--- config.mk ---
export PLATFORM = sky130hd
export DESIGN_NAME = pcod_fifo
export DESIGN_NICKNAME = d
export VERILOG_FILES = /design/src/hw/rtl/pcod_pkg.sv /design/src/hw/rtl/pcod_fifo.sv
export SDC_FILE = /design/constraint.sdc
export NUM_CORES = 1
export LEC_CHECK = 0
export BUFFER_PORTS_ARGS = -buffer_cell sky130_fd_sc_hd__buf_2
export CORE_AREA = 2 2 560 562
export CTS_BUF_LIST = sky130_fd_sc_hd__clkbuf_8
export DETAILED_ROUTE_END_ITERATION = 16
export DIE_AREA = 0 0 562 564
export GPL_TIMING_DRIVEN = 0
export SLEW_MARGIN = 20
export SYNTH_ARGS = -nofsm -noshare
export SYNTH_HDL_FRONTEND = slang
export SYNTH_SLANG_ARGS = --single-unit
--- constraint.sdc ---
create_clock -name clk -period 31.6 [get_ports clk]
set_input_delay 3.16 -clock clk [delete_from_list [all_inputs] [get_ports clk]]
set_output_delay 3.16 -clock clk [all_outputs]
set_load 0.005 [all_outputs]
--- src/hw/rtl/pcod_pkg.sv ---
// Shared types, constants and helper functions of the orientation decoder.
package pcod_pkg;

    localparam int MAX_DIM_DEF    = 1024;
    localparam int MEAN_FRAC_DEF  = 8;
    localparam int MEAN_INT_W     = 16;
    localparam int DOT_W          = 16;
    localparam int INTEN_W        = 24;
    localparam int POS_W          = 10;
    localparam int IDX_W          = 2;
    localparam int INT_W          = 44;
    localparam int CNT_W          = 36;
    localparam int NUM_BINS       = 9;
    localparam int BIN_IDX_W      = 4;
    localparam int QUEUE_DEPTH    = 2;

    typedef logic [BIN_IDX_W-1:0] bin_idx_t;

    // One frozen set of bins, handed from the accumulator to the decoder.
    typedef struct packed {
        logic [NUM_BINS-1:0][INT_W-1:0] inten;
        logic [NUM_BINS-1:0][CNT_W-1:0] cnt;
    } bins_t;

    // Queue control from the two sides.
    typedef struct packed {
        logic push;
        logic pop;
    } qctl_t;

    typedef struct packed {
        logic full;
        logic nonempty;
    } qstat_t;

    typedef enum logic [1:0] {
        W_ZERO,
        W_POS,
        W_NEG
    } weight_t;

    // Residue mod 3 of a position: 4 is 1 mod 3, so sum the base-4 digits.
    function automatic logic [1:0] mod3(input logic [POS_W-1:0] x);
        logic [3:0] s;
        logic [2:0] t;
        logic [1:0] res;
        s = '0;
        for (int i = 0; i < POS_W / 2; i++)
        begin
            s = s + 4'(x[2*i +: 2]);
        end
        t = 3'(s[1:0]) + 3'(s[3:2]);
        unique case (t)
            3'd0, 3'd3, 3'd6: res = 2'd0;
            3'd1, 3'd4:       res = 2'd1;
            3'd2, 3'd5:       res = 2'd2;
            default:          res = 2'd0;
        endcase
        return res;
    endfunction

    // Weight of grid cell (r, c) in mask (c1, c2, q).
    function automatic weight_t mask_weight(input logic [1:0] c1, input logic [1:0] c2,
                                            input logic [1:0] q, input logic [1:0] r,
                                            input logic [1:0] c);
        logic i;
        logic j;
        logic nr;
        logic nc;
        weight_t w;
        i  = (r == 2'd2) || (r == 2'd1 && c1 == 2'd2);
        j  = (c == 2'd2) || (c == 2'd1 && c2 == 2'd2);
        nr = (q <= 2'd1);
        nc = (q == 2'd0) || (q == 2'd2);
        if (r == c1 || c == c2)
        begin
            w = W_ZERO;
        end
        else if (i == nr && j == nc)
        begin
            w = W_NEG;
        end
        else
        begin
            w = W_POS;
        end
        return w;
    endfunction

endpackage

--- src/hw/rtl/pcod_fifo.sv ---
// Short queue of bin snapshots between intake and decoder.
module pcod_fifo #(
    parameter int DEPTH = pcod_pkg::QUEUE_DEPTH
) (
    input  logic             clk,
    input  logic             rst_n,
    input  pcod_pkg::qctl_t  qctl,
    input  pcod_pkg::bins_t  wr_data,
    output pcod_pkg::qstat_t qstat,
    output pcod_pkg::bins_t  rd_data
);

    localparam int PTR_W = (DEPTH > 1) ? $clog2(DEPTH) : 1;
    localparam int CNT_W = $clog2(DEPTH + 1);

    pcod_pkg::bins_t mem [DEPTH];
    logic [PTR_W-1:0] wr_ptr_reg;
    logic [PTR_W-1:0] rd_ptr_reg;
    logic [CNT_W-1:0] count_reg;

    assign qstat.full     = (count_reg == CNT_W'(DEPTH));
    assign qstat.nonempty = (count_reg != '0);
    assign rd_data        = mem[rd_ptr_reg];

    always_ff @(posedge clk)
    begin
        if (qctl.push)
        begin
            mem[wr_ptr_reg] <= wr_data;
        end
    end

    always_ff @(posedge clk or negedge rst_n)
    begin
        if (!rst_n)
        begin
            wr_ptr_reg <= '0;
            rd_ptr_reg <= '0;
            count_reg  <= '0;
        end
        else
        begin
            if (qctl.push)
            begin
                wr_ptr_reg <= (wr_ptr_reg == PTR_W'(DEPTH - 1)) ? '0 : wr_ptr_reg + 1'b1;
            end
            if (qctl.pop)
            begin
                rd_ptr_reg <= (rd_ptr_reg == PTR_W'(DEPTH - 1)) ? '0 : rd_ptr_reg + 1'b1;
            end
            if (qctl.push && !qctl.pop)
            begin
                count_reg <= count_reg + 1'b1;
            end
            else if (qctl.pop && !qctl.push)
            begin
                count_reg <= count_reg - 1'b1;
            end
        end
    end

endmodule

Word-level counts from Yosys, hierarchy flattened:

Memories as Yosys holds them, arrays and structs flattened.
Index checks and enable logic that the tools add are counted.

* reduce and logical (&&, ||, !) cells: 6
* muxes and demuxes: 6
* equality and inequality tests: 1
* add/sub/neg operators: 4

Operators with widths (count)
* $mux 1: 4
* $mux 2: 2
* $reduce_bool 2->1: 2
* $add 1x1->1 const B: 2
* $add 2x1->2 const B: 1
* $eq 2x2->1 const B: 1
* $logic_and 1x1->1: 2
* $logic_not 1->1: 2
* $sub 2x1->2 const B: 1

* bits in registers: 4
* logic and storage cells: 21
* input bits: 724
* memories kept: 1
* output and inout port bits: 722
* memory bits (writable): 1440

Memory list
* mem: depth 2, bits a word 720, read ports 1, clocked after memory_dff 0, write ports 1, RTL line pcod_fifo.sv:16 `pcod_pkg::bins_t mem [DEPTH];`

Logic depth before layout (Yosys ltp):

* depth in word-level cells: 4
* depth in mapped cells: 5
* mapped depth without buffers: 5

Worst setup path after synthesis:

Ideal clock, no wire load.

* path type: input-to-reg
* from: input port qctl[1] in the netlist's numbering
* to: memory mem[0][0] in the netlist's numbering (enable)
* stages on the path: 1
* path slack: -4.304 ns
* data required time: 29.691 ns
* buffers on the path: 0
* setup time: 1.909 ns
* arrival time: 33.995 ns
* cell sequence: nor2b_1

* cells in the longest elaborated chain, start to end: 2

Ends and longest elaborated chain
* start, declared: RTL line pcod_fifo.sv:7 `input pcod_pkg::qctl_t qctl,`
* $mux 1: RTL line pcod_fifo.sv:27 `if (qctl.push)`
* $mux 1 (implied by the code): RTL line pcod_fifo.sv:29 `mem[wr_ptr_reg] <= wr_data;`
* end, declared: RTL line pcod_fifo.sv:16

No other way between the ends.

==> qor.csv <==
metric,value,unit
post-route ant nets,0,
Port Buffers,1445,
DP Cell Count,7890,
Required @ worst endpoint,28440,ps
core footprint,311000,µm²
"Cell Area, Synth",52400,µm²
worst-margin pin slew,741,ps
Layout Skew,102,ps
cells after synthesis,2256,
Clock Sinks,1444,
Post-CTS Setup Inserts,0,
setup slack after layout,25520,ps
reg2reg path depth,11,
WL per Instance,27.9,µm
CTS tree,built,
dpl ws,25190,ps
Layout Cells excl Fill,8436,
Setup Viol. Count Final,0,
cts hold-fix bufs,0,
Hold Path Depth,1,
max_cap viols,0,
vias in the first global route,30500,
CP max FO,10,
fmax,0.164,GHz
first-pass GRT wire length,293,mm
Synth cell types,13,
via/cell ratio,3.66,
CTS Buf Count,262,
CP Launch Type,register,
max reg flops,1440,
# H-tree levels,5,
dominant cell type by area after synthesis,edfxtp_1,
worst skew pair latency,970,ps
Max clock buf depth,4,
Max VDD drop,0.0533,mV
Die Span Y,564,µm
Crit Path Class,register to primary output,
flop-to-flop setup slack,28010,ps
Yosys reg bits,1444,
syn_area_per_cell,23.2,µm²
nets,4739,
synth warn,0,
Hold Path Class,register to register,
root buffer cell,clkbuf_8,
stages on the worst setup path,4,
drc violations,0,
layout cell share with drive strength beyond 1,62.5,%
"Largest stage delay, worst path",590,ps
Final Hold Fails,0,
Crit path top cell by count,buf_2,
Worst-path clk slew,60,ps
Critical Path End Type,primary output,
top-area cell type share of the netlist area,82.5,%
worst path cell trace,buf_6 > buf_2 > mux2_2 > buf_2,
Top-Level Pins,1446,
DRT Wirelength,235,mm
"Slew Viols, Final",0,
GPL Wtd Cong,0.915,
clock period minus final worst setup slack,6080,ps
PwrDens,89.6,nW/µm²
Tcrit/Tclk final,19.2,%
GR Util All Layers,14.1,%
Initial Utilization,16.9,%
"CP delay by family, top",buffers and inverters,
Die Wd,562,µm
router iterations before antenna repair,5,
# resized after CTS,0,
initial antenna violation count,281,
initial drt markers,2597,
largest cells by area after synthesis,"edfxtp_1 82%, mux2_2 15%, buf_6 1.7%, dfrtp_1 0.19%, xor2_1 0.067%",
HPWL Detailed,195,mm
status,finished clean,
RSZ-0062 raised after global routing,no,
GRT overflow,0,
sequential area share after synthesis,82.7,%
die area,317000,µm²
area grow syn2layout,35.7,%
Row Count,205,
leak pwr,25.9,nW
Worst Path Arrival,2920,ps
Vias,30900,
largest net degree at the start of global routing,56,
Mapped Nets,2981,
relative slew slack,50.6,%
WP buf/inv,3,
slowest CP cell,buf_2,
==> cells in the final DEF, fill, tap and decap left out, types with 9 or more instances in the layout <==
cell / count
buf_16: 25
inv_6: 9
edfxtp_1: 1440
buf_6: 77
buf_12: 24
bufinv_16: 10
buf_2: 1448
diode_2: 99
mux2_2: 720
clkinv_1: 49
clkinv_2: 20
clkbuf_8: 262
inv_1: 74
==> stage by stage <==
stage	utilization (%)	setup TNS [ps]	hold WS, ps	total power [W]	area [µm²]
final	22.9	0	497	0.00638	71100
after global routing	22.8	0	519	0.00665	70900
after CTS	22.8	0	491	0.00650	70900
after detailed placement	21.2	0	475	0.00476	66000
after global placement	20.9	-1556420	475	0.00516	64800
after floorplan	-	0	447	0.00388	52400
==> power by group <==
group | total [W] | internal [W] | switching, W
Combinational | 0.00208 | 0.000880 | 0.00119
Sequential | 0.00260 | 0.00253 | 0.0000690
Clock | 0.00170 | 0.000870 | 0.000828
Total | 0.00638 | 0.00428 | 0.00209
==> final cells by class <==
class,instances,area (µm²)
Tap cell,4140,5180
Inverter,1,3.75
Fill cell,32500,240000
Multi-Input combinational cell,731,8200
Antenna cell,99,248
Clock buffer,262,3610
Buffer,80,882
Sequential cell,1444,43300
Clock inverter,185,1260
Timing Repair Buffer,1494,8400
==> cell usage after synthesis (all sizes together) <==
cell,count
nor2b,2
or2,1
dfrtp,4
nor2,1
buf,80
edfxtp,1440
xor2,4
and2,1
inv,1
xnor2,1
mux2,720
ha,1
==> cells by family (layout without fill, tap and decap cells) <==
kind of cell | after synthesis | after routing | share of synthesized area [%]
buffers and inverters | 81 | 2022 | 1.69
xor gates and xnor gates | 5 | 5 | 0.0835
other | 0 | 99 | 0
muxes | 720 | 720 | 15.5
adders and majority gates | 1 | 1 | 0.0239
and+or+nand+nor | 5 | 5 | 0.0549
DFF | 1444 | 1444 | 82.7
==> final timing paths <==
check,start,to
setup reg to reg,wr_ptr_reg,mem[0][385]
hold reg to reg,count_reg[1],count_reg[1]
min in group asynchronous,rst_n,count_reg[0]
max in group asynchronous,rst_n,rd_ptr_reg
hold / removal,count_reg[1],count_reg[1]
setup / recovery,rd_ptr_reg,rd_data[708]
==> per-layer routing <==
metal  wire length (µm)  part of all wire, %  global-route usage, %
met4               8390                  3.6                   4.26
met2             102000                   43                   21.6
met1              82200                   35                   15.2
met5               1240                 0.53                      0
met3              41300                   18                   10.1
No activity file was read; power rests on OpenSTA's default activity.
