==> config.mk <==
export PLATFORM = sky130hd
export DESIGN_NAME = pcod_front_flat
export DESIGN_NICKNAME = d
export VERILOG_FILES = /design/src/hw/rtl/pcod_pkg.sv /design/src/hw/rtl/pcod_if.sv /design/src/hw/rtl/pcod_front.sv /design/src/flat_wrapper.sv
export SDC_FILE = /design/constraint.sdc
export NUM_CORES = 2
export LEC_CHECK = 0
export BUFFER_PORTS_ARGS = -buffer_cell sky130_fd_sc_hd__buf_2
export CAP_MARGIN = 20
export CORE_AREA = 4 4 303 305
export CTS_BUF_LIST = sky130_fd_sc_hd__clkbuf_4 sky130_fd_sc_hd__clkbuf_8
export DETAILED_ROUTE_END_ITERATION = 6
export DIE_AREA = 0 0 307 309
export GPL_TIMING_DRIVEN = 1
export PLACE_DENSITY_LB_ADDON = 0.15
export SYNTH_ARGS = -nofsm -noshare
export SYNTH_HDL_FRONTEND = slang
export SYNTH_SLANG_ARGS = --single-unit
==> constraint.sdc <==
create_clock -name clk -period 30.6 [get_ports clk]
set_input_delay 4.59 -clock clk [delete_from_list [all_inputs] [get_ports clk]]
set_output_delay 4.59 -clock clk [all_outputs]
set_load 0.02 [all_outputs]
==> src/hw/rtl/pcod_pkg.sv <==
// Shared types, constants and helper functions of the orientation decoder.
package pcod_pkg;

    localparam int MAX_DIM_DEF    = 1024;
    localparam int MEAN_FRAC_DEF  = 8;
    localparam int MEAN_INT_W     = 16;
    localparam int DOT_W          = 16;
    localparam int INTEN_W        = 24;
    localparam int POS_W          = 10;
    localparam int IDX_W          = 2;
    localparam int INT_W          = 44;
    localparam int CNT_W          = 36;
    localparam int NUM_BINS       = 9;
    localparam int BIN_IDX_W      = 4;
    localparam int QUEUE_DEPTH    = 2;

    typedef logic [BIN_IDX_W-1:0] bin_idx_t;

    // One frozen set of bins, handed from the accumulator to the decoder.
    typedef struct packed {
        logic [NUM_BINS-1:0][INT_W-1:0] inten;
        logic [NUM_BINS-1:0][CNT_W-1:0] cnt;
    } bins_t;

    // Queue control from the two sides.
    typedef struct packed {
        logic push;
        logic pop;
    } qctl_t;

    typedef struct packed {
        logic full;
        logic nonempty;
    } qstat_t;

    typedef enum logic [1:0] {
        W_ZERO,
        W_POS,
        W_NEG
    } weight_t;

    // Residue mod 3 of a position: 4 is 1 mod 3, so sum the base-4 digits.
    function automatic logic [1:0] mod3(input logic [POS_W-1:0] x);
        logic [3:0] s;
        logic [2:0] t;
        logic [1:0] res;
        s = '0;
        for (int i = 0; i < POS_W / 2; i++)
        begin
            s = s + 4'(x[2*i +: 2]);
        end
        t = 3'(s[1:0]) + 3'(s[3:2]);
        unique case (t)
            3'd0, 3'd3, 3'd6: res = 2'd0;
            3'd1, 3'd4:       res = 2'd1;
            3'd2, 3'd5:       res = 2'd2;
            default:          res = 2'd0;
        endcase
        return res;
    endfunction

    // Weight of grid cell (r, c) in mask (c1, c2, q).
    function automatic weight_t mask_weight(input logic [1:0] c1, input logic [1:0] c2,
                                            input logic [1:0] q, input logic [1:0] r,
                                            input logic [1:0] c);
        logic i;
        logic j;
        logic nr;
        logic nc;
        weight_t w;
        i  = (r == 2'd2) || (r == 2'd1 && c1 == 2'd2);
        j  = (c == 2'd2) || (c == 2'd1 && c2 == 2'd2);
        nr = (q <= 2'd1);
        nc = (q == 2'd0) || (q == 2'd2);
        if (r == c1 || c == c2)
        begin
            w = W_ZERO;
        end
        else if (i == nr && j == nc)
        begin
            w = W_NEG;
        end
        else
        begin
            w = W_POS;
        end
        return w;
    endfunction

endpackage

==> src/hw/rtl/pcod_if.sv <==
// Valid/ready channel interfaces for cells in and decode results out.
interface pcod_in_if;
    logic                          valid;
    logic                          ready;
    logic [pcod_pkg::DOT_W-1:0]    dot_count;
    logic [pcod_pkg::INTEN_W-1:0]  intensity_sum;
    logic [pcod_pkg::POS_W-1:0]    cell_row;
    logic [pcod_pkg::POS_W-1:0]    cell_col;
    logic                          last_cell;

    modport source (output valid, dot_count, intensity_sum, cell_row, cell_col, last_cell,
                    input ready);
    modport sink   (input valid, dot_count, intensity_sum, cell_row, cell_col, last_cell,
                    output ready);
endinterface


==> src/hw/rtl/pcod_front.sv <==
// Cell intake: bin selection and saturating accumulation, snapshot on last cell.
module pcod_front #(
    parameter int MAX_DIM = pcod_pkg::MAX_DIM_DEF
) (
    input  logic             clk,
    input  logic             rst_n,
    pcod_in_if.sink          cells,
    input  pcod_pkg::qstat_t qstat,
    output logic             push,
    output pcod_pkg::bins_t  snap
);

    logic [pcod_pkg::NUM_BINS-1:0][pcod_pkg::INT_W-1:0] int_reg;
    logic [pcod_pkg::NUM_BINS-1:0][pcod_pkg::CNT_W-1:0] cnt_reg;

    logic                       take;
    logic                       in_grid;
    pcod_pkg::bin_idx_t         k;
    logic [pcod_pkg::INT_W:0]   int_sum;
    logic [pcod_pkg::CNT_W:0]   cnt_sum;
    logic [pcod_pkg::INT_W-1:0] int_upd;
    logic [pcod_pkg::CNT_W-1:0] cnt_upd;

    assign cells.ready = !qstat.full;
    assign take        = cells.valid && cells.ready;
    assign in_grid     = (32'(cells.cell_row) < 32'(MAX_DIM)) &&
                         (32'(cells.cell_col) < 32'(MAX_DIM));
    assign k = pcod_pkg::BIN_IDX_W'(pcod_pkg::mod3(cells.cell_row)) * pcod_pkg::BIN_IDX_W'(3)
             + pcod_pkg::BIN_IDX_W'(pcod_pkg::mod3(cells.cell_col));

    // Saturate at all ones instead of wrapping.
    assign int_sum = {1'b0, int_reg[k]} + (pcod_pkg::INT_W+1)'(cells.intensity_sum);
    assign cnt_sum = {1'b0, cnt_reg[k]} + (pcod_pkg::CNT_W+1)'(cells.dot_count);
    assign int_upd = int_sum[pcod_pkg::INT_W] ? '1 : int_sum[pcod_pkg::INT_W-1:0];
    assign cnt_upd = cnt_sum[pcod_pkg::CNT_W] ? '1 : cnt_sum[pcod_pkg::CNT_W-1:0];

    // The snapshot includes the last cell itself.
    always_comb
    begin
        for (int b = 0; b < pcod_pkg::NUM_BINS; b++)
        begin
            if (in_grid && k == pcod_pkg::BIN_IDX_W'(b))
            begin
                snap.inten[b] = int_upd;
                snap.cnt[b]   = cnt_upd;
            end
            else
            begin
                snap.inten[b] = int_reg[b];
                snap.cnt[b]   = cnt_reg[b];
            end
        end
    end

    assign push = take && cells.last_cell;

    always_ff @(posedge clk or negedge rst_n)
    begin
        if (!rst_n)
        begin
            int_reg <= '0;
            cnt_reg <= '0;
        end
        else if (take)
        begin
            if (cells.last_cell)
            begin
                int_reg <= '0;
                cnt_reg <= '0;
            end
            else if (in_grid)
            begin
                int_reg[k] <= int_upd;
                cnt_reg[k] <= cnt_upd;
            end
        end
    end

endmodule

==> src/flat_wrapper.sv <==
// flat-port wrapper written by rule: the top's interface ports become plain ports
module pcod_front_flat 
#(
    parameter int MAX_DIM = pcod_pkg::MAX_DIM_DEF
)
  (clk, rst_n, qstat, push, snap, cells_valid, cells_dot_count, cells_intensity_sum, cells_cell_row, cells_cell_col, cells_last_cell, cells_ready);
  pcod_in_if cells_i ();
  input  logic clk;
  input  logic rst_n;
  input  pcod_pkg::qstat_t qstat;
  output logic push;
  output pcod_pkg::bins_t snap;
  input wire logic [$bits(cells_i.valid)-1:0] cells_valid;
  input wire logic [$bits(cells_i.dot_count)-1:0] cells_dot_count;
  input wire logic [$bits(cells_i.intensity_sum)-1:0] cells_intensity_sum;
  input wire logic [$bits(cells_i.cell_row)-1:0] cells_cell_row;
  input wire logic [$bits(cells_i.cell_col)-1:0] cells_cell_col;
  input wire logic [$bits(cells_i.last_cell)-1:0] cells_last_cell;
  output wire logic [$bits(cells_i.ready)-1:0] cells_ready;
  assign cells_i.valid = cells_valid;
  assign cells_i.dot_count = cells_dot_count;
  assign cells_i.intensity_sum = cells_intensity_sum;
  assign cells_i.cell_row = cells_cell_row;
  assign cells_i.cell_col = cells_cell_col;
  assign cells_i.last_cell = cells_last_cell;
  assign cells_ready = cells_i.ready;
  pcod_front #(.MAX_DIM(MAX_DIM)) u_core (.clk(clk), .rst_n(rst_n), .cells(cells_i), .qstat(qstat), .push(push), .snap(snap));
endmodule
; Yosys cells after proc, flatten, opt, wreduce, memory -nomap -nowiden
; Index checks and enable logic that the tools add are counted.
[word_totals]
regBits = 720
in_bits = 66
word_cells = 93
[op_classes]
n_addsub = 13
mul = 1
n_lt_le_gt_ge = 2
eq_ne = 16
n_mux = 34
reduce_logical = 9
[op_table]
columns = operator, count
row1 = two-way mux 44 bit, 12
row2 = two-way mux 36 bit, 12
row3 = bitwise mux 396 bit, 1
row4 = two-way mux 396 bit, 1
row5 = bitwise mux 324 bit, 1
row6 = two-way mux 324 bit, 1
row7 = binary-select mux 44 bit (select 4 bit), 1
row8 = demux 44 bit (select 4 bit), 1
row9 = binary-select mux 36 bit (select 4 bit), 1
row10 = demux 36 bit (select 4 bit), 1
row11 = adder 44 x 24 -> 45 bit, 1
row12 = adder 36 x 16 -> 37 bit, 1
row13 = adder 4 x 2 -> 4 bit, 7
row14 = "equality test 4 x 3 -> 1 bit, second input constant", 4
row15 = adder 2 x 2 -> 3 bit, 4
row16 = "equality test 3 bit, second input constant", 4
row17 = "equality test 4 x 2 -> 1 bit, second input constant", 2
row18 = one-hot mux 2 bit (2 select lines), 2
row19 = OR reduction 2 bit, 4
row20 = "equality test 3 x 1 -> 1 bit, second input constant", 2
row21 = "equality test 3 x 2 -> 1 bit, second input constant", 2
row22 = "less-than comparator 4 x 5 -> 1 bit, second input constant", 1
row23 = "equality test 4 x 1 -> 1 bit, second input constant", 1
row24 = "equality test 4 bit, second input constant", 1
row25 = 5 further kinds, 7

; Depth between registers and ports, before layout
[depth]
depth_word = 16
depth_mapped = 45
ltp_nobuf = 36

; Least setup slack after synthesis
; No wires, ideal clock.
[synth_timing]
kind = input port to output port
startpoint = input port cells_cell_row[0]
endpoint = output port snap[396] in the netlist's numbering
arrival_time_ns = 14.281
t_required_ns = 26.010
setup_slack_ns = 11.729
stages = 45
n_path_buf = 10
cell_sequence = ha_1 > inv_1 > fa_1 > inv_1 > fa_1 > inv_1 > fa_1 > inv_1 > ha_1 > inv_1 > fa_1 > inv_1 > ha_1 > fa_1 > xor2_1 > nor2b_1 > inv_1 > fa_1 > [9 not listed] > mux4_2 > mux2_2 > a22o_1 > ha_1 > inv_1 > fa_1 > nand2b_1 > a21oi_1 > o21a_1 > a41oi_1 > a21oi_1 > o21ai_2 > buf_4 > nor3_2 > buf_2 > nor2_2 > clkbuf_1 > o21ai_0
[synth_lines]
columns = element, line_no
row1 = start: declaration, flat_wrapper.sv:16  ; input wire logic [$bits(cells_i.cell_row)-1:0] cells_cell_row;
row2 = end: declaration, flat_wrapper.sv:12  ; output pcod_pkg::bins_t snap;

==> run metrics <==
Reg2Reg Setup Slack=24960 ps; width of the chip=307 um; Area contributors post-synth=dfrtp_1 (43%), o21ai_0 (18%), nand2_1 (13%), mux4_2 (7.7%), clkbuf_1 (3.6%); average routed wire per standard cell=between 20 and 30 um; final WL=approximately 180 mm; Synth Instances=4971; H-tree depth=4; synth unique cells=71; relative slew slack=between 20% and 30%; # IOs=~800; final worst-path cycle share=slightly below 70%; CP Max Fanout=49; failing checks=DRC; CTS tree=yes; vias=42500; Starting Density=46.6%; IO Port Bufs=around 790; Post-synth top cells=nand2_1 (1495), o21ai_0 (1463), dfrtp_1 (720); post-CTS setup buffers=0; crit start category=input port; dpl cells=~6600; Post-synth EDFFs=0; All-Layer GR Usage=37.5%; Die Height=309 um; Filler Cells Inserted=8542; Post-synth ARST share=100%; minimum clock period=21060 ps; routability cong.=0.930; crit end category=output pin; syn avg cell area=between 8 and 9 um2; most used cell, CP=inv_1; share of cells above drive strength 1=24.3%; max-cap viol count=0; synthesized area=41600 um2; CTS Buf Count=132; status=finished, violations left; Yosys top cell area share=43.3%; Critical Path RT=about 26000 ps; DRC Markers=2; global route overflow=0; post-route non-filler standard cell count=6812; largest area contributor in the netlist=dfrtp_1; Crit path max-delay family=adder cells; vias in the first global route=around 40000; CP Buf/Inv Count=15; Die ar.=~95000 um2; dominant cell by count in the synthesized netlist=nand2_1; core area=between 80000 and 90000 um2; Clock Skew=45.7 ps; Layout Nets=~5700; fmax=approximately 47 MHz; clock buffer depth=3; Synth Flop Type=dfrtp_1; HP Class=flip-flop to flip-flop; slowest cell on the critical path=fa_4; Data arrival, critical path=16470 ps; slowest stage delay, CP=1190 ps; pin count of the biggest net entering global routing=158; Worst-Margin Slew=1180 ps; max-slew violation count=0; Root Buffer=clkbuf_8; CTS Sinks=720; clock slew at reported path FFs=50 ps; Setup CP Type=input port to output pin; Final Setup Violations=0; hold_buf cts=0; flops & latches, synth=a little over 700; worst skew pair latency=810 ps; Post-DRT Antenna Nets=0; first-pass GRT wire length=266 mm; Area Overhead vs Synth=18.2%; syn nets=5107; Fin. Hold Viols=0; DRT iter0 DRCs=5046; final setup TNS=0 ps; Via density=6.25; Seq/Total Area, Yosys=43.3%; num rows=110; number of flip-flops under the largest register name=396; HPWL Detailed=117 mm; drt first pass iters=7; Hold Worst Slack=501 ps; Yosys warnings=0; initial antenna violation count=15; CTS-repair resized insts=0; unrepaired setup endpoints after global routing=false
==> path summary, 6_finish.rpt <==
path	start	to	depth (start not counted)
hold reg to reg	u_core.int_reg[282]	u_core.int_reg[282]	2
max in group asynchronous	rst_n	u_core.int_reg[122]	3
setup reg to reg	u_core.int_reg[308]	u_core.int_reg[177]	17
hold / removal	u_core.int_reg[282]	u_core.int_reg[282]	2
setup / recovery	cells_cell_row[0]	snap[588]	41
min in group asynchronous	rst_n	u_core.int_reg[234]	1
==> layout by cell type (no fill, tap or decap), types with 18 or more instances in the layout <==
| master | synthesis | routed |
|---|---|---|
| xnor2_1 | 33 | 33 |
| a21oi_1 | 54 | 54 |
| mux4_1 | 18 | 18 |
| a22o_1 | 43 | 43 |
| mux2_2 | 42 | 42 |
| a21o_1 | 19 | 19 |
| inv_1 | 54 | 54 |
| xor2_1 | 23 | 23 |
| mux4_2 | 142 | 142 |
| clkbuf_8 | 0 | 175 |
| dfrtp_1 | 720 | 720 |
| buf_4 | 10 | 97 |
| buf_2 | 24 | 785 |
| nand2_1 | 1495 | 1483 |
| clkbuf_4 | 0 | 36 |
| a222oi_1 | 34 | 34 |
| nor2_1 | 95 | 94 |
| o21ai_0 | 1463 | 1463 |
| ha_1 | 54 | 52 |
==> worst reg2reg max path, delay by kind of cell (launching register included) <==
| kind | cells | cell delay, ps |
|---|---|---|
| adders and majority gates | 2 | 450 |
| and+or+nand+nor | 3 | 1200 |
| DFF | 1 | 410 |
| muxes | 2 | 800 |
| AOI/OAI and AO/OA | 7 | 1960 |
| buffers and inverters | 3 | 630 |
==> layer usage <==
layer | part of all wire [%] | vias up | track usage [%]
li1 | - | 18300 | -
met1 | 38 | 20900 | 49.2
met2 | 46 | 2779 | 58.4
met3 | 10 | 541 | 7.61
met4 | 5.9 | 12 | 21.2
met5 | 0.038 | - | 0
==> layout make-up <==
cell class / count / area, um2 / share of cell area [%]
well taps: 1176 / 1470 / 2.99
clock buffers: 210 / 2670 / 5.42
clock inverters: 22 / 175 / 0.356
multi-input cells: 3733 / 21800 / 44.4
inverters: 54 / 203 / 0.412
diodes: 9 / 22.5 / 0.0458
repair buffers: 888 / 4780 / 9.73
flip-flops and latches: 720 / 18000 / 36.7
==> through the flow <==
step	cell area [um2]	utilization [%]	setup slack, ps
floorplan	41600	-	11730
global placement	46200	51.7	9850
finish	49200	55.0	9540
CTS	49000	54.9	9720
global route	49100	55.0	9230
detailed placement	46200	51.7	9760
==> kinds of logic (layout without fill, tap and decap cells) <==
| logic type | after synthesis | after routing | synth area share, % |
|---|---|---|---|
| DFF | 720 | 720 | 43.3 |
| muxes | 204 | 204 | 10.0 |
| xor gates and xnor gates | 56 | 56 | 1.18 |
| AOI/OAI and AO/OA | 1690 | 1690 | 21.8 |
| other | 0 | 9 | 0 |
| adders and majority gates | 70 | 70 | 2.39 |
| buffers and inverters | 518 | 1174 | 4.98 |
| and+or+nand+nor | 1713 | 1713 | 16.3 |
Power is left out: the tool's default activity adds up to more than one toggle a clock period on the data nets, which glitch-free logic cannot reach.
