===== src/hw/rtl/pcod_pkg.sv =====
// Shared types, constants and helper functions of the orientation decoder.
package pcod_pkg;

    localparam int MAX_DIM_DEF    = 1024;
    localparam int MEAN_FRAC_DEF  = 8;
    localparam int MEAN_INT_W     = 16;
    localparam int DOT_W          = 16;
    localparam int INTEN_W        = 24;
    localparam int POS_W          = 10;
    localparam int IDX_W          = 2;
    localparam int INT_W          = 44;
    localparam int CNT_W          = 36;
    localparam int NUM_BINS       = 9;
    localparam int BIN_IDX_W      = 4;
    localparam int QUEUE_DEPTH    = 2;

    typedef logic [BIN_IDX_W-1:0] bin_idx_t;

    // One frozen set of bins, handed from the accumulator to the decoder.
    typedef struct packed {
        logic [NUM_BINS-1:0][INT_W-1:0] inten;
        logic [NUM_BINS-1:0][CNT_W-1:0] cnt;
    } bins_t;

    // Queue control from the two sides.
    typedef struct packed {
        logic push;
        logic pop;
    } qctl_t;

    typedef struct packed {
        logic full;
        logic nonempty;
    } qstat_t;

    typedef enum logic [1:0] {
        W_ZERO,
        W_POS,
        W_NEG
    } weight_t;

    // Residue mod 3 of a position: 4 is 1 mod 3, so sum the base-4 digits.
    function automatic logic [1:0] mod3(input logic [POS_W-1:0] x);
        logic [3:0] s;
        logic [2:0] t;
        logic [1:0] res;
        s = '0;
        for (int i = 0; i < POS_W / 2; i++)
        begin
            s = s + 4'(x[2*i +: 2]);
        end
        t = 3'(s[1:0]) + 3'(s[3:2]);
        unique case (t)
            3'd0, 3'd3, 3'd6: res = 2'd0;
            3'd1, 3'd4:       res = 2'd1;
            3'd2, 3'd5:       res = 2'd2;
            default:          res = 2'd0;
        endcase
        return res;
    endfunction

    // Weight of grid cell (r, c) in mask (c1, c2, q).
    function automatic weight_t mask_weight(input logic [1:0] c1, input logic [1:0] c2,
                                            input logic [1:0] q, input logic [1:0] r,
                                            input logic [1:0] c);
        logic i;
        logic j;
        logic nr;
        logic nc;
        weight_t w;
        i  = (r == 2'd2) || (r == 2'd1 && c1 == 2'd2);
        j  = (c == 2'd2) || (c == 2'd1 && c2 == 2'd2);
        nr = (q <= 2'd1);
        nc = (q == 2'd0) || (q == 2'd2);
        if (r == c1 || c == c2)
        begin
            w = W_ZERO;
        end
        else if (i == nr && j == nc)
        begin
            w = W_NEG;
        end
        else
        begin
            w = W_POS;
        end
        return w;
    endfunction

endpackage


===== src/hw/rtl/pcod_if.sv =====


interface pcod_out_if;
    logic                      valid;
    logic                      ready;
    logic [pcod_pkg::IDX_W-1:0] code_row;
    logic [pcod_pkg::IDX_W-1:0] code_col;
    logic [pcod_pkg::IDX_W-1:0] missing_row;
    logic [pcod_pkg::IDX_W-1:0] missing_col;
    logic [pcod_pkg::IDX_W-1:0] quadrant;
    logic                      found;
    logic                      empty_bin;

    modport source  (output valid, code_row, code_col, missing_row, missing_col, quadrant,
                     found, empty_bin, input ready);
    modport sink    (input valid, code_row, code_col, missing_row, missing_col, quadrant,
                     found, empty_bin, output ready);
    modport monitor (input valid, ready, code_row, code_col, missing_row, missing_col,
                     quadrant, found, empty_bin);
endinterface


===== src/hw/rtl/pcod_back.sv =====
// Decoder: serial bin means, 36-mask scan, result register.
module pcod_back #(
    parameter int MEAN_FRAC_BITS = pcod_pkg::MEAN_FRAC_DEF
) (
    input  logic             clk,
    input  logic             rst_n,
    input  pcod_pkg::qstat_t qstat,
    input  pcod_pkg::bins_t  rd_data,
    output logic             pop,
    pcod_out_if.source       result
);

    localparam int MW     = pcod_pkg::MEAN_INT_W + MEAN_FRAC_BITS;
    localparam int SW     = MW + 3;
    localparam int STEP_W = $clog2(MW + 1);
    localparam int CW     = pcod_pkg::CNT_W;

    typedef enum logic [2:0] {
        S_IDLE,
        S_DIV,
        S_SCORE,
        S_FLUSH,
        S_EMIT
    } state_t;

    state_t                          state_reg;
    pcod_pkg::bins_t                 work_reg;
    pcod_pkg::bin_idx_t              bin_reg;
    logic [STEP_W-1:0]               step_reg;
    logic [CW-1:0]                   rem_reg;
    logic [MW-1:0]                   num_reg;
    logic [MW-1:0]                   quo_reg;
    logic [pcod_pkg::NUM_BINS-1:0][MW-1:0] mean_reg;
    logic                            empty_reg;
    logic [1:0]                      c1_reg, c2_reg, q_reg;
    logic signed [SW-1:0]            sc_reg;
    logic                            sc_valid_reg;
    logic [1:0]                      sc1_reg, sc2_reg, scq_reg;
    logic signed [SW-1:0]            best_reg;
    logic [1:0]                      b1_reg, b2_reg, bq_reg;
    logic                            found_reg;
    logic                            out_valid_reg;
    logic [1:0]                      o_row_reg, o_col_reg, o_mrow_reg, o_mcol_reg, o_q_reg;
    logic                            o_found_reg, o_empty_reg;

    logic [CW-1:0]                   cur_cnt;
    logic [pcod_pkg::INT_W-1:0]      cur_int;
    logic                            sat;
    logic [CW:0]                     trial;
    logic                            qbit;
    logic signed [SW-1:0]            score;
    logic [1:0]                      mrow, mcol;
    logic                            last_mask;
    logic                            out_free;

    assign cur_cnt = work_reg.cnt[bin_reg];
    assign cur_int = work_reg.inten[bin_reg];
    // Quotient overflows the mean format exactly when intensity >= count * 2^16.
    assign sat     = {8'd0, cur_int} >= {cur_cnt, 16'd0};
    assign trial   = {rem_reg, num_reg[MW-1]};
    assign qbit    = trial >= {1'b0, cur_cnt};

    always_comb
    begin
        score = '0;
        for (int r = 0; r < 3; r++)
        begin
            for (int c = 0; c < 3; c++)
            begin
                unique case (pcod_pkg::mask_weight(c1_reg, c2_reg, q_reg, 2'(r), 2'(c)))
                    pcod_pkg::W_POS: score = score + $signed(SW'(mean_reg[r*3+c]));
                    pcod_pkg::W_NEG: score = score - $signed(SW'(mean_reg[r*3+c]));
                    default:         score = score;
                endcase
            end
        end
    end

    always_comb
    begin
        if (bq_reg <= 2'd1)
        begin
            mrow = (b1_reg == 2'd2) ? 2'd1 : 2'd2;
        end
        else
        begin
            mrow = (b1_reg == 2'd0) ? 2'd1 : 2'd0;
        end
        if (bq_reg == 2'd0 || bq_reg == 2'd2)
        begin
            mcol = (b2_reg == 2'd2) ? 2'd1 : 2'd2;
        end
        else
        begin
            mcol = (b2_reg == 2'd0) ? 2'd1 : 2'd0;
        end
    end

    assign last_mask = (c1_reg == 2'd2) && (c2_reg == 2'd2) && (q_reg == 2'd3);
    assign out_free  = !out_valid_reg || result.ready;
    assign pop       = (state_reg == S_IDLE) && qstat.nonempty;

    assign result.valid       = out_valid_reg;
    assign result.code_row    = o_row_reg;
    assign result.code_col    = o_col_reg;
    assign result.missing_row = o_mrow_reg;
    assign result.missing_col = o_mcol_reg;
    assign result.quadrant    = o_q_reg;
    assign result.found       = o_found_reg;
    assign result.empty_bin   = o_empty_reg;

    always_ff @(posedge clk or negedge rst_n)
    begin
        if (!rst_n)
        begin
            state_reg     <= S_IDLE;
            work_reg      <= '0;
            bin_reg       <= '0;
            step_reg      <= '0;
            rem_reg       <= '0;
            num_reg       <= '0;
            quo_reg       <= '0;
            mean_reg      <= '0;
            empty_reg     <= 1'b0;
            c1_reg        <= '0;
            c2_reg        <= '0;
            q_reg         <= '0;
            sc_reg        <= '0;
            sc_valid_reg  <= 1'b0;
            sc1_reg       <= '0;
            sc2_reg       <= '0;
            scq_reg       <= '0;
            best_reg      <= '0;
            b1_reg        <= '0;
            b2_reg        <= '0;
            bq_reg        <= '0;
            found_reg     <= 1'b0;
            out_valid_reg <= 1'b0;
            o_row_reg     <= '0;
            o_col_reg     <= '0;
            o_mrow_reg    <= '0;
            o_mcol_reg    <= '0;
            o_q_reg       <= '0;
            o_found_reg   <= 1'b0;
            o_empty_reg   <= 1'b0;
        end
        else
        begin
            // Raise valid when a result loads, drop it after the transfer.
            if (state_reg == S_EMIT && out_free)
            begin
                out_valid_reg <= 1'b1;
            end
            else if (out_valid_reg && result.ready)
            begin
                out_valid_reg <= 1'b0;
            end

            // Compare stage of the scan.
            sc_valid_reg <= (state_reg == S_SCORE);
            if (sc_valid_reg && sc_reg > best_reg)
            begin
                best_reg  <= sc_reg;
                b1_reg    <= sc1_reg;
                b2_reg    <= sc2_reg;
                bq_reg    <= scq_reg;
                found_reg <= 1'b1;
            end

            unique case (state_reg)
                S_IDLE:
                begin
                    if (qstat.nonempty)
                    begin
                        work_reg  <= rd_data;
                        empty_reg <= 1'b0;
                        bin_reg   <= '0;
                        step_reg  <= '0;
                        state_reg <= S_DIV;
                    end
                end
                S_DIV:
                begin
                    if (step_reg == '0)
                    begin
                        if (cur_cnt == '0 || sat)
                        begin
                            mean_reg[bin_reg] <= (cur_cnt == '0) ? '0 : '1;
                            if (cur_cnt == '0)
                            begin
                                empty_reg <= 1'b1;
                            end
                            if (bin_reg == pcod_pkg::BIN_IDX_W'(pcod_pkg::NUM_BINS - 1))
                            begin
                                state_reg <= S_SCORE;
                            end
                            bin_reg <= bin_reg + 1'b1;
                        end
                        else
                        begin
                            // Remainder starts with the bits above the quotient window.
                            rem_reg  <= CW'(cur_int >> 16);
                            num_reg  <= MW'(cur_int[15:0]) << MEAN_FRAC_BITS;
                            quo_reg  <= '0;
                            step_reg <= STEP_W'(1);
                        end
                    end
                    else
                    begin
                        rem_reg <= qbit ? CW'(trial - {1'b0, cur_cnt}) : CW'(trial);
                        num_reg <= num_reg << 1;
                        quo_reg <= {quo_reg[MW-2:0], qbit};
                        if (step_reg == STEP_W'(MW))
                        begin
                            mean_reg[bin_reg] <= {quo_reg[MW-2:0], qbit};
                            step_reg          <= '0;
                            bin_reg           <= bin_reg + 1'b1;
                            if (bin_reg == pcod_pkg::BIN_IDX_W'(pcod_pkg::NUM_BINS - 1))
                            begin
                                state_reg <= S_SCORE;
                            end
                        end
                        else
                        begin
                            step_reg <= step_reg + 1'b1;
                        end
                    end
                    c1_reg    <= '0;
                    c2_reg    <= '0;
                    q_reg     <= '0;
                    best_reg  <= '0;
                    b1_reg    <= '0;
                    b2_reg    <= '0;
                    bq_reg    <= '0;
                    found_reg <= 1'b0;
                end
                S_SCORE:
                begin
                    sc_reg       <= score;
                    sc1_reg      <= c1_reg;
                    sc2_reg      <= c2_reg;
                    scq_reg      <= q_reg;
                    q_reg        <= q_reg + 1'b1;
                    if (q_reg == 2'd3)
                    begin
                        if (c2_reg == 2'd2)
                        begin
                            c2_reg <= '0;
                            c1_reg <= c1_reg + 1'b1;
                        end
                        else
                        begin
                            c2_reg <= c2_reg + 1'b1;
                        end
                    end
                    if (last_mask)
                    begin
                        state_reg <= S_FLUSH;
                    end
                end
                S_FLUSH:
                begin
                    state_reg <= S_EMIT;
                end
                S_EMIT:
                begin
                    if (out_free)
                    begin
                        o_row_reg     <= b1_reg;
                        o_col_reg     <= b2_reg;
                        o_mrow_reg    <= mrow;
                        o_mcol_reg    <= mcol;
                        o_q_reg       <= bq_reg;
                        o_found_reg   <= found_reg;
                        o_empty_reg   <= empty_reg;
                        state_reg     <= S_IDLE;
                    end
                end
                default:
                begin
                    state_reg <= S_IDLE;
                end
            endcase
        end
    end

endmodule


===== src/flat_wrapper.sv =====
// flat-port wrapper written by rule: the top's interface ports become plain ports
module pcod_back_flat 
#(
    parameter int MEAN_FRAC_BITS = pcod_pkg::MEAN_FRAC_DEF
)
  (clk, rst_n, qstat, rd_data, pop, result_valid, result_code_row, result_code_col, result_missing_row, result_missing_col, result_quadrant, result_found, result_empty_bin, result_ready);
  pcod_out_if result_i ();
  input  logic clk;
  input  logic rst_n;
  input  pcod_pkg::qstat_t qstat;
  input  pcod_pkg::bins_t rd_data;
  output logic pop;
  output wire logic [$bits(result_i.valid)-1:0] result_valid;
  output wire logic [$bits(result_i.code_row)-1:0] result_code_row;
  output wire logic [$bits(result_i.code_col)-1:0] result_code_col;
  output wire logic [$bits(result_i.missing_row)-1:0] result_missing_row;
  output wire logic [$bits(result_i.missing_col)-1:0] result_missing_col;
  output wire logic [$bits(result_i.quadrant)-1:0] result_quadrant;
  output wire logic [$bits(result_i.found)-1:0] result_found;
  output wire logic [$bits(result_i.empty_bin)-1:0] result_empty_bin;
  input wire logic [$bits(result_i.ready)-1:0] result_ready;
  assign result_valid = result_i.valid;
  assign result_code_row = result_i.code_row;
  assign result_code_col = result_i.code_col;
  assign result_missing_row = result_i.missing_row;
  assign result_missing_col = result_i.missing_col;
  assign result_quadrant = result_i.quadrant;
  assign result_found = result_i.found;
  assign result_empty_bin = result_i.empty_bin;
  assign result_i.ready = result_ready;
  pcod_back #(.MEAN_FRAC_BITS(MEAN_FRAC_BITS)) u_core (.clk(clk), .rst_n(rst_n), .qstat(qstat), .rd_data(rd_data), .pop(pop), .result(result_i));
endmodule

===== config.mk =====
export PLATFORM = sky130hd
export DESIGN_NAME = pcod_back_flat
export DESIGN_NICKNAME = d
export VERILOG_FILES = /design/src/hw/rtl/pcod_pkg.sv /design/src/hw/rtl/pcod_if.sv /design/src/hw/rtl/pcod_back.sv /design/src/flat_wrapper.sv
export SDC_FILE = /design/constraint.sdc
export NUM_CORES = 2
export LEC_CHECK = 0
export ABC_AREA = 1
export BUFFER_PORTS_ARGS = -buffer_cell sky130_fd_sc_hd__buf_4
export CORE_MARGIN = 1
export CORE_UTILIZATION = 40
export DETAILED_ROUTE_END_ITERATION = 16
export HOLD_SLACK_MARGIN = 0.06
export PLACE_DENSITY_LB_ADDON = 0.2
export SYNTH_ARGS = -nofsm -noshare
export SYNTH_HDL_FRONTEND = slang
export SYNTH_SLANG_ARGS = --single-unit

===== constraint.sdc =====
create_clock -name clk -period 14.7 [get_ports clk]
set_clock_uncertainty 0.2 [all_clocks]
set_input_delay 1.47 -clock clk [delete_from_list [all_inputs] [get_ports clk]]
set_output_delay 1.47 -clock clk [all_outputs]
set_load 0.1 [all_outputs]

-- After elaboration in Yosys (flattened, before gate mapping)
Cells that the tools add are included.
- register bits after elaboration: 1119
- bits in latches: 0
- memory bits (writable): 0
- bits in read-only memories: 0
- input port bits: 725
- output and inout port bits: 14
- logic and storage cells: 285
- memories: 0
- add/sub/neg operators: 23
- multiply operators: 0
- divide/modulo/power cells: 0
- magnitude comparators: 7
- eq/ne operators: 50
- shift operators: 0
- muxes and demuxes: 94
- bitwise logic cells: 2
- reductions and logical operators: 54
- operator list (kind ; number):
    two-way mux 216 bit ; 3
    one-hot mux 27 bit (2 select lines) ; 9
    bitwise mux 216 bit ; 2
    adder 27 x 25 -> 27 bit ; 8
    subtractor 27 x 25 -> 27 bit ; 8
    binary-select mux 44 bit (select 4 bit) ; 1
    binary-select mux 36 bit (select 4 bit) ; 1
    two-way mux 36 bit ; 4
    demux 24 bit (select 4 bit) ; 1
    two-way mux 24 bit ; 4
    two-way mux 2 bit ; 32
    two-way mux 27 bit ; 2
    >= comparator 44 x 52 -> 1 bit ; 1
    two-way mux 23 bit ; 2
    two-way mux 44 bit ; 1
    >= comparator 37 x 36 -> 1 bit ; 1
    logical NOT 36 bit ; 1
    subtractor 36 bit ; 1
    equality test 2 bit, second input constant ; 16
    > comparator 27 bit ; 1
    subtractor 1 x 24 -> 25 bit, first input constant ; 1
    two-way mux 3 bit ; 7
    two-way mux 5 bit ; 4
    equality test 2 x 1 -> 1 bit, second input constant ; 9
    other kinds (37) ; 110

-- Logic depth before layout (Yosys ltp)
- depth after elaboration: 24
- gate-level depth with buffers: 96
- mapped depth without buffers: 96

-- Worst setup path before layout
OpenSTA, ideal clock, no wires.
- path type: register -> register
- start point: register u_core.q_reg[0]
- end point: register u_core.sc_reg[26]
- library setup time: 0.117 ns
- data arrival time: 10.853 ns
- data required time: 14.383 ns
- setup slack: 3.529 ns
- cell stages (with the launch flop): 76
- buffers on the path: 1
- period minus slack after synthesis: 11.171 ns
- cell sequence: dfrtp_1 inv_1 ha_1 inv_2 nand2_1 nand2_1 nand2_4 nand2_4 clkbuf_1 nand2_1 xor2_1 ha_1 nand2_1 nor2_1 a211oi_1 xnor2_1 o21ai_0 ha_1 (+40 left out) a21oi_1 o21ai_0 xnor2_1 o21ai_1 ha_1 nand2_1 o21ai_0 nand3_1 nand2_1 nand2_1 inv_1 nand3_1 nand2_1 nand2_1 nand3_1 nand2_1 nand3_1 nand2_1
- word-level cells in the longest chain between the ends: 24
- RTL lines (element ; line ; source):
    start, declared ; pcod_back.sv:35 ; logic [1:0] c1_reg, c2_reg, q_reg;
    start signal, assigned ; pcod_back.sv:243 ; q_reg <= q_reg + 1'b1;
    equality test 2 bit / logical NOT 2 bit (equally long branches) ; pcod_pkg.sv:74 ; nc = (q == 2'd0) || (q == 2'd2);
    logical OR 1 bit ; pcod_pkg.sv:74 ;
    NOT 1 bit ; pcod_pkg.sv:79 ; else if (i == nr && j == nc)
    logical AND 1 bit ; pcod_pkg.sv:79 ;
    two-way mux 2 bit ; pcod_pkg.sv:79 ;
    two-way mux 2 bit ; pcod_pkg.sv:75 ; if (r == c1 || c == c2)
    equality test 2 bit / equality test 2 x 1 -> 1 bit (equally long branches) ; pcod_back.sv:70 ; unique case (pcod_pkg::mask_weight(c1_reg, c2_reg, q_reg, 2'(r), 2'(c)))
    one-hot mux 27 bit (2 select lines) ; pcod_back.sv:70 ;
    (+8 left out) ; -- ;
    subtractor 27 x 25 -> 27 bit / adder 27 x 25 -> 27 bit (equally long branches) ; pcod_back.sv:72, pcod_back.sv:71 ;
    one-hot mux 27 bit (2 select lines) ; pcod_back.sv:70 ;
    subtractor 27 x 25 -> 27 bit / adder 27 x 25 -> 27 bit (equally long branches) ; pcod_back.sv:72, pcod_back.sv:71 ;
    one-hot mux 27 bit (2 select lines) ; pcod_back.sv:70 ;
    subtractor 27 x 25 -> 27 bit / adder 27 x 25 -> 27 bit (equally long branches) ; pcod_back.sv:72, pcod_back.sv:71 ;
    one-hot mux 27 bit (2 select lines) ; pcod_back.sv:70 ;
    subtractor 27 x 25 -> 27 bit / adder 27 x 25 -> 27 bit (equally long branches) ; pcod_back.sv:72, pcod_back.sv:71 ;
    one-hot mux 27 bit (2 select lines) * ; pcod_back.sv:70 ;
    end signal, assigned ; pcod_back.sv:239 ; sc_reg <= score;
    end, declared ; pcod_back.sv:36 ; logic signed [SW-1:0] sc_reg;
Mark *: on every way between the ends. The rest lies on a longest branch, timed or not.
A chain may end at the register's enable or synchronous reset.

-- Worst setup path after layout
Ends and elaborated chain as after synthesis.

==> out/qor.yml <==
largest_reg_flops: 720
grt_max_degree: 229
core_area_um2: 167000
syn_area_um2: 67300
start_util_pct: 40.3
synth_most_common_cell: "nand2_1"
worstMarginPinSlew_ns: 1.32
min_period_over_period_pct: 90.5
cts_made_buffers: 135
first_global_vias: 58399
portBuffers: 737
grt_overflow: 0
status: "completed"
die_y_um: 412
numClockSinks: 1111
synthDistinctLibCells: 63
cp-end-kind: "register"
grt_pass1_wl_um: 353000
drive_gt1_share_pct: 17.3
wl_um: 234000
gp_congestion: 0.913
synth_async_sr_flop_share_pct: 100
synthFlopType: "dfrtp_1"
vias_per_cell: 5.37
synth_area_leaders: "dfrtp_1 41%, o21ai_0 9.2%, nand2_1 8.5%"
fillers: 16469
ant_nets: 0
final-hold-violation-count: 0
dieArea_um2: 170000
ios: 739
relSlewSlack_pct: 12.0
netlist.area_leader.share_pct: 41.3
post_cts_buffers: 0
vias: 60500
ys_seq_area_share_pct: 41.3
synth_warnings: 0
path_max_fanout: 17
synth_common_cells: "1517 x nand2_1, 1231 x o21ai_0, 1111 x dfrtp_1, 990 x inv_1, 667 x a21oi_1"
ys_seq_elements: 1111
grt_usage_pct: 27.2
slew_viol_final: 0
clk_path_buf_depth: 3
crit_family: "compound AO/OA/AOI/OAI gates"
drc: 0
worstPathArrival_ns: 13.77
synth-edff-count: 0
path_clk_slew_ns: 0.06
finish.cell_count_without_fillers: 11262
rsz0062_at_grt: "no"
detail_route.wl_per_cell_um: 20.8
cts.htree.levels: 4
synth_top_area_cell: "dfrtp_1"
place.detailed.hpwl_um: 173000
core.rowCount: 150
syn_inst: 8311
syn_avg_cell_area_um2: 8.09
root_buffer: "clkbuf_16"
min_period_ns: 13.31
hold_buffers: 0
critPathRequiredTime_ns: 15.16
cpPeakStageDelay_ns: 0.44
cpMaxStageDelayCell: "dfrtp_1"
die_w_um: 412
final_nets: 9952
postCtsResizedCells: 0
syn_to_final_growth_pct: 18.6
cap_violations: 0
cp_common_cell: "nand2_1"
worst_skew_pair.late_latency_ns: 0.80
maxClockFrequency_mhz: 75.1
first_pass_iters: 6
setup_violations: 0
hold_class: "reg2reg"
final.setup.tns_ns: 0
critPathLaunchType: "register"
placedCellCount: 10962
antenna_found_initial: 76
syn_nets: 9368
cts_tree: "built"
critPathKind: "reg2reg"
dr.first_iter.drc_count: 4823
cp_num_buf_inv: 9
==> layout by cell type, fill, tap and decap left out, types with 30 or more instances in the layout <==
cell,instances
or2_2,33
nand3_1,205
o22ai_1,79
nor3_1,99
clkbuf_1,36
xnor2_1,134
a21oi_1,649
inv_1,988
a31oi_1,60
buf_4,840
clkbuf_16,138
o21ai_0,1226
o221ai_1,70
a221oi_1,63
dfrtp_1,1109
o21ai_1,37
o211ai_1,44
xor2_1,214
nand4_1,47
diode_2,58
nand2_2,37
clkbuf_8,30
nor2_1,363
ha_1,323
mux2_2,318
nand2_1,1517
==> stage by stage <==
| stage | util [%] | worst slack (ns) | hold WS (ns) | cell area (um^2) |
|---|---|---|---|---|
| 6_report | 47.8 | 1.39 | 0.281 | 79800 |
| 2_1_floorplan | - | 3.53 | 0.248 | 67300 |
| 3_3_place_gp | 45.0 | 1.14 | 0.264 | 75200 |
| 3_5_place_dp | 45.0 | 1.08 | 0.273 | 75200 |
| 5_1_grt | 47.8 | 0.0101 | 0.294 | 79800 |
| 4_1_cts | 47.7 | 1.01 | 0.288 | 79600 |
==> worst min-delay path, stage by stage, from the launching register on <==
cell     delay [ns]
dfrtp_1        0.34
nand2_1        0.05
o21ai_0        0.06
==> final timing paths <==
path	startpoint	endpoint	slack [ns]	depth (start not counted)
max in group asynchronous	rst_n	u_core.work_reg[661]	10.90	4
max	u_core.q_reg[0]	u_core.sc_reg[26]	1.39	74
max reg2reg	u_core.q_reg[0]	u_core.sc_reg[26]	1.39	74
min reg2reg	u_core.num_reg[14]	u_core.num_reg[14]	0.28	2
min in group asynchronous	rst_n	u_core.mean_reg[69]	0.44	1
min	u_core.num_reg[14]	u_core.num_reg[14]	0.28	2
==> per-layer routing <==
layer | GRT usage [%] | part of all wire, % | up-vias
met5 | 0 | 0.085 | -
met4 | 12.8 | 4.5 | 28
met3 | 5.53 | 6.3 | 411
met2 | 44.2 | 48 | 1690
met1 | 34.5 | 42 | 29216
li1 | - | - | 29155
==> area by class of cell <==
type	count	area (um^2)	share of cell area (%)
multi-input combinational	5780	34300	42.9
sequential	1111	27800	34.8
timing repair buffer	850	6500	8.15
clock buffer	204	4000	5.01
inverter	1017	3840	4.81
tap	2204	2760	3.46
clock inverter	38	485	0.608
antenna	58	145	0.182
==> logic make-up after synthesis <==
kind of cell / count (synthesis) / synth area share [%]
xor gates and xnor gates: 351 / 4.60
AOI/OAI and AO/OA: 2358 / 19.2
muxes: 328 / 5.47
DFF: 1111 / 41.3
buffers and inverters: 1420 / 7.95
adders and majority gates: 332 / 6.28
and+or+nand+nor: 2411 / 15.2
Power is left out: the tool's default activity adds up to more than one toggle a clock period on the data nets, which glitch-free logic cannot reach.
